==> src/vtc_pkg.sv <==
// Shared types and constants for the VFD text command generator.
// No dependencies.
`default_nettype none

package vtc_pkg;

  // Display width in character cells (1..16).
  localparam int unsigned ColumnsDefault = 16;
  // Entries in the job queue between front and back.
  localparam int unsigned QueueDepthDefault = 2;
  // Most bytes in one job besides the run of clearing spaces.
  localparam int unsigned JobBytes = 4;

  typedef enum logic [3:0] {
    CmdPutChar    = 4'd0,
    CmdSetColumn  = 4'd1,
    CmdMove       = 4'd2,
    CmdCursorShow = 4'd3,
    CmdEntryDir   = 4'd4,
    CmdClear      = 4'd5,
    CmdHome       = 4'd6,
    CmdBrightness = 4'd7,
    CmdPower      = 4'd8
  } cmd_e;

  // Controller byte codes (low bits carry column or level).
  localparam logic [7:0] BytePointer   = 8'hE0;
  localparam logic [7:0] ByteCursorOn  = 8'h10;
  localparam logic [7:0] ByteCursorOff = 8'h80;
  localparam logic [7:0] ByteBright    = 8'h08;
  localparam logic [7:0] ByteDispOn    = 8'hF1;
  localparam logic [7:0] ByteDispOff   = 8'hF0;
  localparam logic [7:0] ByteSpace     = 8'h20;

  // One classified operation: optional run of spaces, then up to four bytes.
  typedef struct packed {
    logic                      spaces;
    logic [2:0]                count;
    logic [JobBytes-1:0][7:0]  bytes;
  } job_t;

endpackage

`default_nettype wire

==> src/vfd_text_command_generator.sv <==
// Top level of the VFD text command generator: front, job queue, back.
// Depends on vtc_pkg, vtc_front, vtc_fifo, vtc_back.
`default_nettype none

// Converts text operations (put char, set column, move, cursor show, entry
// direction, clear, home, brightness, display power) into the byte stream of
// a single-line VFD controller. Both channels are valid/ready; one transfer
// on the input gives 0 to COLUMNS+3 output transfers, the final one flagged
// by last_o. The front classifies each operation in the cycle it is taken
// and updates the cursor column, cursor-shown and entry-direction state at
// once, so it can take a new operation every cycle while the job queue
// (QueueDepth entries) has room. The back plays out one byte per cycle while
// the output side takes them; an operation emits 1 to 4 bytes (COLUMNS+1 to
// COLUMNS+3 for clear), and operations that emit nothing push no job. Output
// throughput is set by the back's one byte per cycle sequencer.
// cfg_we_i/cfg_wdata_i write the cursor_hardware bit (reset 1); write it
// only while the block is idle.

module vfd_text_command_generator #(
  parameter int unsigned Columns    = vtc_pkg::ColumnsDefault,
  parameter int unsigned QueueDepth = vtc_pkg::QueueDepthDefault
) (
  input  wire logic       clk_i,
  input  wire logic       rst_ni,
  input  wire logic       cfg_we_i,
  input  wire logic       cfg_wdata_i,
  input  wire logic       in_valid_i,
  output logic            in_ready_o,
  input  wire logic [3:0] command_i,
  input  wire logic [7:0] data_i,
  output logic            out_valid_o,
  input  wire logic       out_ready_i,
  output logic [7:0]      command_byte_o,
  output logic            last_o
);

  vtc_pkg::job_t push_job, pop_job;
  logic          push, full, pop, q_valid;

  vtc_front #(
    .Columns (Columns)
  ) u_front (
    .clk_i       (clk_i),
    .rst_ni      (rst_ni),
    .cfg_we_i    (cfg_we_i),
    .cfg_wdata_i (cfg_wdata_i),
    .in_valid_i  (in_valid_i),
    .in_ready_o  (in_ready_o),
    .command_i   (command_i),
    .data_i      (data_i),
    .q_full_i    (full),
    .q_push_o    (push),
    .q_job_o     (push_job)
  );

  // decouples classification from byte playout
  vtc_fifo #(
    .Depth (QueueDepth)
  ) u_fifo (
    .clk_i      (clk_i),
    .rst_ni     (rst_ni),
    .push_i     (push),
    .push_job_i (push_job),
    .full_o     (full),
    .pop_i      (pop),
    .valid_o    (q_valid),
    .pop_job_o  (pop_job)
  );

  vtc_back #(
    .Columns (Columns)
  ) u_back (
    .clk_i          (clk_i),
    .rst_ni         (rst_ni),
    .q_valid_i      (q_valid),
    .q_job_i        (pop_job),
    .q_pop_o        (pop),
    .out_valid_o    (out_valid_o),
    .out_ready_i    (out_ready_i),
    .command_byte_o (command_byte_o),
    .last_o         (last_o)
  );

endmodule

`default_nettype wire

==> src/vtc_fifo.sv <==
// Small job queue between the classifier front and the byte sequencer back.
// Depends on vtc_pkg (job_t).
`default_nettype none

module vtc_fifo #(
  parameter int unsigned Depth = vtc_pkg::QueueDepthDefault
) (
  input  wire logic          clk_i,
  input  wire logic          rst_ni,
  input  wire logic          push_i,
  input  wire vtc_pkg::job_t push_job_i,
  output logic               full_o,
  input  wire logic          pop_i,
  output logic               valid_o,
  output vtc_pkg::job_t      pop_job_o
);

  localparam int unsigned PtrW = (Depth > 1) ? $clog2(Depth) : 1;
  localparam int unsigned CntW = $clog2(Depth + 1);

  vtc_pkg::job_t        mem_q [Depth];
  logic [PtrW-1:0]      wr_ptr_q, wr_ptr_d;
  logic [PtrW-1:0]      rd_ptr_q, rd_ptr_d;
  logic [CntW-1:0]      cnt_q, cnt_d;
  logic                 do_push, do_pop;

  assign full_o    = (cnt_q == CntW'(Depth));
  assign valid_o   = (cnt_q != '0);
  assign pop_job_o = mem_q[rd_ptr_q];
  assign do_push   = push_i && !full_o;
  assign do_pop    = pop_i && valid_o;

  always_comb begin
    wr_ptr_d = wr_ptr_q;
    rd_ptr_d = rd_ptr_q;
    cnt_d    = cnt_q;
    if (do_push) begin
      wr_ptr_d = (wr_ptr_q == PtrW'(Depth - 1)) ? '0 : wr_ptr_q + 1'b1;
    end
    if (do_pop) begin
      rd_ptr_d = (rd_ptr_q == PtrW'(Depth - 1)) ? '0 : rd_ptr_q + 1'b1;
    end
    if (do_push && !do_pop) begin
      cnt_d = cnt_q + 1'b1;
    end else if (do_pop && !do_push) begin
      cnt_d = cnt_q - 1'b1;
    end
  end

  always_ff @(posedge clk_i or negedge rst_ni) begin
    if (!rst_ni) begin
      wr_ptr_q <= '0;
      rd_ptr_q <= '0;
      cnt_q    <= '0;
    end else begin
      wr_ptr_q <= wr_ptr_d;
      rd_ptr_q <= rd_ptr_d;
      cnt_q    <= cnt_d;
    end
  end

  always_ff @(posedge clk_i) begin
    if (do_push) begin
      mem_q[wr_ptr_q] <= push_job_i;
    end
  end

endmodule

`default_nettype wire

==> src/vtc_front.sv <==
// Front end: takes operations, tracks cursor state and builds byte jobs.
// Depends on vtc_pkg (cmd_e, job_t, byte codes).
`default_nettype none

module vtc_front #(
  parameter int unsigned Columns = vtc_pkg::ColumnsDefault
) (
  input  wire logic          clk_i,
  input  wire logic          rst_ni,
  input  wire logic          cfg_we_i,
  input  wire logic          cfg_wdata_i,
  input  wire logic          in_valid_i,
  output logic               in_ready_o,
  input  wire logic [3:0]    command_i,
  input  wire logic [7:0]    data_i,
  input  wire logic          q_full_i,
  output logic               q_push_o,
  output vtc_pkg::job_t      q_job_o
);

  localparam logic [3:0] LastCol = 4'(Columns - 1);

  logic       hw_q;
  logic [3:0] col_q, col_d;
  logic       shown_q, shown_d;
  logic       dec_q, dec_d;
  logic       accept;

  vtc_pkg::job_t job;
  logic [2:0]    n;
  logic [3:0]    target;
  logic          go;

  assign in_ready_o = !q_full_i;
  assign accept     = in_valid_i && in_ready_o;
  assign q_push_o   = accept && (job.count != '0);
  assign q_job_o    = job;

  always_comb begin
    job        = '0;
    n          = '0;
    col_d      = col_q;
    shown_d    = shown_q;
    dec_d      = dec_q;
    target     = '0;
    go         = 1'b0;
    unique case (command_i)
      vtc_pkg::CmdPutChar: begin
        job.bytes[n[1:0]] = data_i;
        n = n + 1'b1;
        if (shown_q) begin
          job.bytes[n[1:0]] = vtc_pkg::ByteCursorOff | {4'h0, col_q};
          n = n + 1'b1;
        end
        if (dec_q) begin
          col_d = (col_q == 4'd0) ? LastCol : col_q - 1'b1;
          job.bytes[n[1:0]] = vtc_pkg::BytePointer | {4'h0, col_d};
          n = n + 1'b1;
        end else begin
          col_d = (col_q == LastCol) ? 4'd0 : col_q + 1'b1;
        end
        if (hw_q && shown_q) begin
          job.bytes[n[1:0]] = vtc_pkg::ByteCursorOn | {4'h0, col_d};
          n = n + 1'b1;
        end
      end
      vtc_pkg::CmdSetColumn: begin
        go     = 1'b1;
        target = data_i[3:0];
      end
      vtc_pkg::CmdMove: begin
        go     = 1'b1;
        target = data_i[0] ? col_q + 1'b1 : col_q - 1'b1;
      end
      vtc_pkg::CmdCursorShow: begin
        if (hw_q) begin
          if (data_i[0] && !shown_q) begin
            shown_d = 1'b1;
            job.bytes[n[1:0]] = vtc_pkg::ByteCursorOn | {4'h0, col_q};
            n = n + 1'b1;
          end else if (!data_i[0] && shown_q) begin
            shown_d = 1'b0;
            job.bytes[n[1:0]] = vtc_pkg::ByteCursorOff | {4'h0, col_q};
            n = n + 1'b1;
          end
        end
      end
      vtc_pkg::CmdEntryDir: begin
        dec_d = data_i[0];
      end
      vtc_pkg::CmdClear: begin
        job.spaces = 1'b1;
        go         = 1'b1;
        dec_d      = 1'b0;
      end
      vtc_pkg::CmdHome: begin
        go    = 1'b1;
        dec_d = 1'b0;
      end
      vtc_pkg::CmdBrightness: begin
        job.bytes[n[1:0]] = vtc_pkg::ByteBright | {5'h00, data_i[2:0]};
        n = n + 1'b1;
      end
      vtc_pkg::CmdPower: begin
        job.bytes[n[1:0]] = data_i[0] ? vtc_pkg::ByteDispOn : vtc_pkg::ByteDispOff;
        n = n + 1'b1;
      end
      default: begin
        // unused codes: no bytes, no state change
      end
    endcase
    // shared column move: if the cursor is shown, cursor off at the old column and on at the target, then pointer
    if (go) begin
      if (hw_q && shown_q) begin
        job.bytes[n[1:0]] = vtc_pkg::ByteCursorOff | {4'h0, col_q};
        n = n + 1'b1;
        job.bytes[n[1:0]] = vtc_pkg::ByteCursorOn | {4'h0, target};
        n = n + 1'b1;
      end
      col_d = target;
      job.bytes[n[1:0]] = vtc_pkg::BytePointer | {4'h0, target};
      n = n + 1'b1;
    end
    job.count = n;
  end

  always_ff @(posedge clk_i or negedge rst_ni) begin
    if (!rst_ni) begin
      hw_q    <= 1'b1;
      col_q   <= '0;
      shown_q <= 1'b0;
      dec_q   <= 1'b0;
    end else begin
      if (cfg_we_i) begin
        hw_q <= cfg_wdata_i;
      end
      if (accept) begin
        col_q   <= col_d;
        shown_q <= shown_d;
        dec_q   <= dec_d;
      end
    end
  end

endmodule

`default_nettype wire

==> src/vtc_back.sv <==
// Back end: plays one job out as a byte stream through an output register.
// Depends on vtc_pkg (job_t, byte codes).
`default_nettype none

module vtc_back #(
  parameter int unsigned Columns = vtc_pkg::ColumnsDefault
) (
  input  wire logic          clk_i,
  input  wire logic          rst_ni,
  input  wire logic          q_valid_i,
  input  wire vtc_pkg::job_t q_job_i,
  output logic               q_pop_o,
  output logic               out_valid_o,
  input  wire logic          out_ready_i,
  output logic [7:0]         command_byte_o,
  output logic               last_o
);

  localparam int unsigned SpW = $clog2(Columns + 1);

  vtc_pkg::job_t cur_q;
  logic          cur_valid_q, cur_valid_d;
  logic [SpW-1:0] sp_left_q, sp_left_d;
  logic [1:0]    idx_q, idx_d;
  logic          out_valid_q, out_valid_d;
  logic [7:0]    out_byte_q;
  logic          out_last_q;

  logic          advance, is_last, load;
  logic [7:0]    next_byte;

  assign advance   = cur_valid_q && (!out_valid_q || out_ready_i);
  assign next_byte = (sp_left_q != '0) ? vtc_pkg::ByteSpace : cur_q.bytes[idx_q];
  assign is_last   = (sp_left_q == '0) && ({1'b0, idx_q} == cur_q.count - 1'b1);
  assign load      = q_valid_i && (!cur_valid_q || (advance && is_last));
  assign q_pop_o   = load;

  assign out_valid_o    = out_valid_q;
  assign command_byte_o = out_byte_q;
  assign last_o         = out_last_q;

  always_comb begin
    cur_valid_d = cur_valid_q;
    sp_left_d   = sp_left_q;
    idx_d       = idx_q;
    if (advance) begin
      if (sp_left_q != '0) begin
        sp_left_d = sp_left_q - 1'b1;
      end else begin
        idx_d = idx_q + 1'b1;
      end
      if (is_last) begin
        cur_valid_d = 1'b0;
      end
    end
    if (load) begin
      cur_valid_d = 1'b1;
      sp_left_d   = q_job_i.spaces ? SpW'(Columns) : '0;
      idx_d       = '0;
    end
    if (advance) begin
      out_valid_d = 1'b1;
    end else if (out_ready_i) begin
      out_valid_d = 1'b0;
    end else begin
      out_valid_d = out_valid_q;
    end
  end

  always_ff @(posedge clk_i or negedge rst_ni) begin
    if (!rst_ni) begin
      cur_valid_q <= 1'b0;
      sp_left_q   <= '0;
      idx_q       <= '0;
      out_valid_q <= 1'b0;
    end else begin
      cur_valid_q <= cur_valid_d;
      sp_left_q   <= sp_left_d;
      idx_q       <= idx_d;
      out_valid_q <= out_valid_d;
    end
  end

  always_ff @(posedge clk_i) begin
    if (load) begin
      cur_q <= q_job_i;
    end
    if (advance) begin
      out_byte_q <= next_byte;
      out_last_q <= is_last;
    end
  end

endmodule

`default_nettype wire
==> config.mk <==
export PLATFORM = sky130hd
export DESIGN_NAME = vfd_text_command_generator
export DESIGN_NICKNAME = d
export VERILOG_FILES = /design/src/vtc_pkg.sv /design/src/vfd_text_command_generator.sv /design/src/vtc_fifo.sv /design/src/vtc_front.sv /design/src/vtc_back.sv
export SDC_FILE = /design/constraint.sdc
export NUM_CORES = 1
export LEC_CHECK = 0
export BUFFER_PORTS_ARGS = -buffer_cell sky130_fd_sc_hd__buf_4
export CAP_MARGIN = 0
export CORE_MARGIN = 1
export CORE_UTILIZATION = 44
export CTS_BUF_LIST = sky130_fd_sc_hd__clkbuf_2
export CTS_CLUSTER_DIAMETER = 30
export CTS_CLUSTER_SIZE = 20
export DETAILED_ROUTE_END_ITERATION = 8
export HOLD_SLACK_MARGIN = 0.12
export PLACE_DENSITY_LB_ADDON = 0.05
export SYNTH_ARGS = -nofsm -noshare
export SYNTH_HDL_FRONTEND = slang
export SYNTH_SLANG_ARGS = --single-unit
==> constraint.sdc <==
create_clock -name clk_i -period 7.72 [get_ports clk_i]
set_clock_uncertainty 0.2 [all_clocks]
set_input_delay 1.544 -clock clk_i [delete_from_list [all_inputs] [get_ports clk_i]]
set_output_delay 1.544 -clock clk_i [all_outputs]
set_load 0.005 [all_outputs]
---- After elaboration in Yosys (flattened, before gate mapping) ----
Memories as Yosys holds them, arrays and structs flattened.
Cells that the tools add are included.
operators by class
  reductions and logical operators ........ 50
  add/subtract/negate cells ............... 14
  eq/ne operators ......................... 12
  multiplexer cells ....................... 74
  magnitude comparators ................... 11
operators with widths
  cell                   number
  $mux W32               6
  $bwmux W32             5
  $mux W8                11
  $demux W8 S2           5
  $pmux W8 S4            1
  $mux W4                7
  $mux W24               1
  $mux W3                8
  $mux W5                4
  $logic_and A1 B1 Y1    18
  $lt A2 B3 Y1 const B   6
  $reduce_bool A2 Y1     9
  $bmux W8 S2            1
  $eq A4 B3 Y1 const B   4
  $mux W1                16
  $add A3 B1 Y3 const B  5
  $mux W2                6
  $ge A2 B1 Y1 const B   5
  $reduce_and A2 Y1      5
  $pmux W3 S3            1
  $eq A4 B2 Y1 const B   2
  $eq A4 B4 Y1 const B   2
  $logic_not A4 Y1       2
  $pmux W4 S2            1
  other kinds (20)       30
storage, ports and cells
  input port bits ......................... 18
  logic and storage cells ................. 180
  register bits ........................... 64
  memories ................................ 1
  output and inout port bits .............. 11
  bits in writable memories ............... 72
memory list
  memory        words  bits a word  rd ports  clocked after Yosys merged registers in  wr ports  RTL line        source
  u_fifo.mem_q  2      36           1         0                                        1         vtc_fifo.sv:21  vtc_pkg::job_t mem_q [Depth];

---- Depth between registers and ports, before layout ----
  depth in word-level cells ............... 21
  mapped depth ............................ 12
  gate-level depth less buffers ........... 11

---- By module ----
Synthesis repeated with hierarchy kept, for this count alone.
unflattened totals
  cell total of the unflattened synthesis .. 496
  area total of the unflattened synthesis .. 6,902.9 sq um
modules (own cells, without submodules)
  module     times used  seq. area each (sq um)  cells each  area an instance (sq um)
  vtc_fifo   1           2,262.2                 131         2,947.8
  vtc_back   1           1,546.5                 119         2,142.1
  vtc_front  1           176.4                   246         1,813.0

---- Worst setup path after synthesis ----
OpenSTA, ideal clock, no wires.
  path kind ............................... input -> register
  start ................................... input data_i[0]
  end ..................................... memory u_fifo.mem_q[0][0] (netlist name) (enable)
  required time ........................... 7.093 ns
  setup time .............................. 0.427 ns
  setup slack ............................. 2.837 ns
  path buffers ............................ 1
  arrival ................................. 4.256 ns
  stages on the path ...................... 8
  path through ............................ buf_2 inv_1 ha_1 nand2b_1 a21oi_1 nor2_1 a31oi_1 nor2b_1
on the way
  cells in the longest elaborated chain, start to end .. 17
  elaborated cells on any way between the ends .. 18
  those cells by class .................... add/sub (3); mux (9); reduce/logical (6)
ends and longest elaborated chain
  item                             RTL line                          source
  start: declaration               vfd_text_command_generator.sv:30  input wire logic [7:0] data_i,
  $logic_not A1 Y1                 vtc_front.sv:81                   end else if (!data_i[0] && shown_q) begin
  $logic_and A1 B1 Y1              vtc_front.sv:81
  $mux W1                          vtc_front.sv:81
  $mux W1 *                        vtc_front.sv:77                   if (data_i[0] && !shown_q) begin
  $mux W3 *                        vtc_front.sv:76                   if (hw_q) begin
  $pmux W3 S3 *                    vtc_front.sv:47                   unique case (command_i)
  $add A3 B1 Y3                    vtc_front.sv:116                  n = n + 1'b1;
  $add A3 B1 Y3                    vtc_front.sv:118                  n = n + 1'b1;
  [... 2 more ...]                 --
  $add A3 B1 Y3                    vtc_front.sv:122                  n = n + 1'b1;
  $mux W3 *                        vtc_front.sv:113                  if (go) begin
  $reduce_bool A3 Y1 *             vtc_front.sv:36                   assign q_push_o = accept && (job.count != '0);
  $logic_and A1 B1 Y1 *            vtc_front.sv:36
  $logic_and A1 B1 Y1 *            vtc_fifo.sv:30                    assign do_push = push_i && !full_o;
  via u_fifo.do_push               vtc_fifo.sv:25                    logic do_push, do_pop;
  $mux W1 *                        vtc_fifo.sv:63                    if (do_push) begin
  $mux W1 (not written as such) *  vtc_fifo.sv:64                    mem_q[wr_ptr_q] <= push_job_i;
  end: declaration                 vtc_fifo.sv:21
Mark *: on every way through the listed nets, which the timed path passes. The rest lies on a longest branch. The select of a mux whose other input is x is not followed.

==> flow_metrics.tcl <==
set metrics [dict create \
    outcome "complete, no violations" \
    wl_per_cell_um 20.4 \
    overflow 0 \
    final_common_cell "edfxtp_1" \
    htree_levels 4 \
    critPathArrivalTime_ns 4.20 \
    nNetsFinal 561 \
    finalCritPeriodShare_pct 51.9 \
    regArea_mm2 0.00371 \
    fp.dieW_um 121 \
    post_cts_resized 0 \
    cp_max_fo 14 \
    clock_path_buffers 2 \
    finalPower_mw 1.92 \
    viasPerCell 5.60 \
    multi_input_area_mm2 0.00233 \
    drt_pass1_iterations 6 \
    track_usage_pct 21.7 \
    vdd_ir_drop_max_mv 0.171 \
    worstHoldPathType "reg2reg" \
    ctsHoldBuffers 0 \
    netlist-cell-type-count 60 \
    clk_pin_slew_ns 0.18 \
    hold_viol 0 \
    relSlewSlack_pct 32.9 \
    synth_area_mm2 0.00623 \
    dpl_cell_area_mm2 0.00660 \
    yosysTopAreaCellShare_pct 51.6 \
    layout_setup_ws_ns 3.71 \
    synth_area_per_cell_um2 12.4 \
    worst_pin_slew_ns 1.00 \
    cts_buffers 17 \
    final_cells 720 \
    drive_gt1_share_pct 22.0 \
    antenna_found_initial 0 \
    first_iter_violations 395 \
    critPathCaptureType "flop" \
    yosys_warnings 0 \
    dieArea_mm2 0.0146 \
    start_kind "primary input" \
    rsz0062_at_grt "false" \
    wl_mm 14.7 \
    synth_cells 503 \
    final_antenna_net_count 0 \
    cp.required_ns 7.91 \
    worst_path_max_delay_cell "or4_1" \
    cts_tree "done" \
    yosysTopAreaCell "edfxtp_1" \
    fp.dieH_um 121 \
    clkSinkCount 127 \
    synth_area_leaders "edfxtp_1 52%, dfrtp_1 7.6%, mux2_2 6.1%, ha_1 3.2%, nand2_1 3.2%" \
    synth_fp_nets 537 \
    maxCapViolCount 0 \
    cp_top_family "simple AND/OR/NAND/NOR gates" \
    dp.final_hpwl_mm 10.4 \
    cp_common_cell "nor2b_1" \
    port_buffers 28 \
    grt_pass1_wl_mm 23.1 \
    ys_seq_elements 127 \
    cpPeakStageDelay_ns 0.78 \
    final_util_pct 49.5 \
    cts-root-buf "clkbuf_2" \
    finalSetupViolations 0 \
    final_cell_mix "107 x edfxtp_1, 53 x nand2_1, 36 x nor2_1" \
    drc_errors 0 \
    fill_cells 1236 \
    postCtsSetupRepairBufs 0 \
    rows 43 \
    grt_pass1_vias 4001 \
    dpl_worst_slack_ns 3.12 \
    core-area_mm2 0.0138 \
    critical_path_class "in2reg" \
    grt_max_degree 35 \
    drv_slew 0 \
    synthFlopType "edfxtp_1" \
    dp_cells 688 \
    fmax_mhz 250 \
    tns_ns 0 \
    start_util_pct 45.0 \
    path_cells "buf_4 -> or4_1 -> o21ai_0 -> nor2b_1 -> inv_1 -> ha_1 -> nor2b_1 -> a21oi_1 -> a2bb2oi_1 -> nand3_1" \
    synth_seq_area_share_pct 59.6 \
    synth_edf_count 107 \
    p_per_area_mw_per_mm2 280 \
    period_needed_ns 4.01 \
    syn_to_final_growth_pct 9.90 \
    p_leak_nw 2.52 \
    async_reset_ff_share_pct 15.7 \
    clkLatencyLatePin_ns 0.64 \
    num_vias 4034 \
    crit_buf_inv 2 \
    finalInstanceArea_mm2 0.00685 \
    globalplace.congestion 0.943 \
    fin_hold_ws_ns 0.303 \
    antennaDiodeCount 0 \
    ioPinCount 29 \
]
## sequential cells by signal, indices dropped and copies added (netlist names), 2 cells and up
name	flops
u_fifo.mem_q	66
u_back.cur_q	32
u_back.command_byte_o	8
u_back.sp_left_q	5
u_front.col_q	4
u_back.idx_q	2
u_fifo.cnt_q	2
## kinds of logic (layout without fill, tap and decap cells)
group	after synthesis	count (layout)	share of synthesized area, %
AOI/OAI and AO/OA	99	99	10.7
DFF	127	127	59.6
muxes	46	46	9.28
buffers and inverters	49	86	2.99
and+or+nand+nor	148	148	11.6
adders and majority gates	16	16	3.21
xor gates and xnor gates	18	18	2.65
## path summary, 6_finish.rpt
| path | from | cells past startpoint | endpoint | slack, ns |
|---|---|---|---|---|
| max in group asynchronous | rst_ni | 1 | u_front.hw_q | 6.49 |
| min in group asynchronous | rst_ni | 1 | u_fifo.wr_ptr_q | 0.56 |
| max | command_i[1] | 10 | u_fifo.mem_q[1][7] | 3.71 |
| min | u_fifo.cnt_q[1] | 1 | u_fifo.cnt_q[1] | 0.30 |
| max reg2reg | u_front.shown_q | 10 | u_fifo.mem_q[1][7] | 3.95 |
| min reg2reg | u_fifo.cnt_q[1] | 1 | u_fifo.cnt_q[1] | 0.30 |
## worst reg2reg max path, delay by kind of cell (launching register included)
family / cells / cell delay (ns)
AOI/OAI and AO/OA: 3 / 0.63
DFF: 1 / 0.74
buffers and inverters: 1 / 0.31
adders and majority gates: 2 / 0.82
and+or+nand+nor: 4 / 0.82
## power by group
| part | leakage (nW) | total [mW] | internal (mW) | switching [mW] |
|---|---|---|---|---|
| clock | 0.150 | 0.419 | 0.184 | 0.235 |
| sequential | 1.23 | 0.961 | 0.836 | 0.125 |
| combinational | 1.14 | 0.538 | 0.232 | 0.305 |
| total | 2.52 | 1.92 | 1.25 | 0.666 |
## Yosys cell counts, types with 10 or more instances
cell type and count:
a21oi_1 22, and2_1 12, clkbuf_1 22, dfrtp_1 19, edfxtp_1 107, ha_1 16, inv_1 20, mux2_2 34
nand2_1 53, nand2b_1 10, nor2_1 36, o21ai_0 21
## per-layer routing
metal | track usage (%) | share of wire, % | routed length, µm
met2 | 34.4 | 48 | 7030
met5 | 0 | 0 | 0
met1 | 29.1 | 46 | 6810
met3 | 5.08 | 4.1 | 610
met4 | 7.33 | 1.8 | 265
## layout make-up
cell class | instances | area share, %
repair buffers | 34 | 3.73
clock buffers | 21 | 1.54
clock inverters | 11 | 2.05
well taps | 180 | 3.29
inverters | 20 | 1.10
flip-flops and latches | 127 | 54.3
multi-input cells | 327 | 34.0
Note: power is estimated with default switching activity, not from simulation.
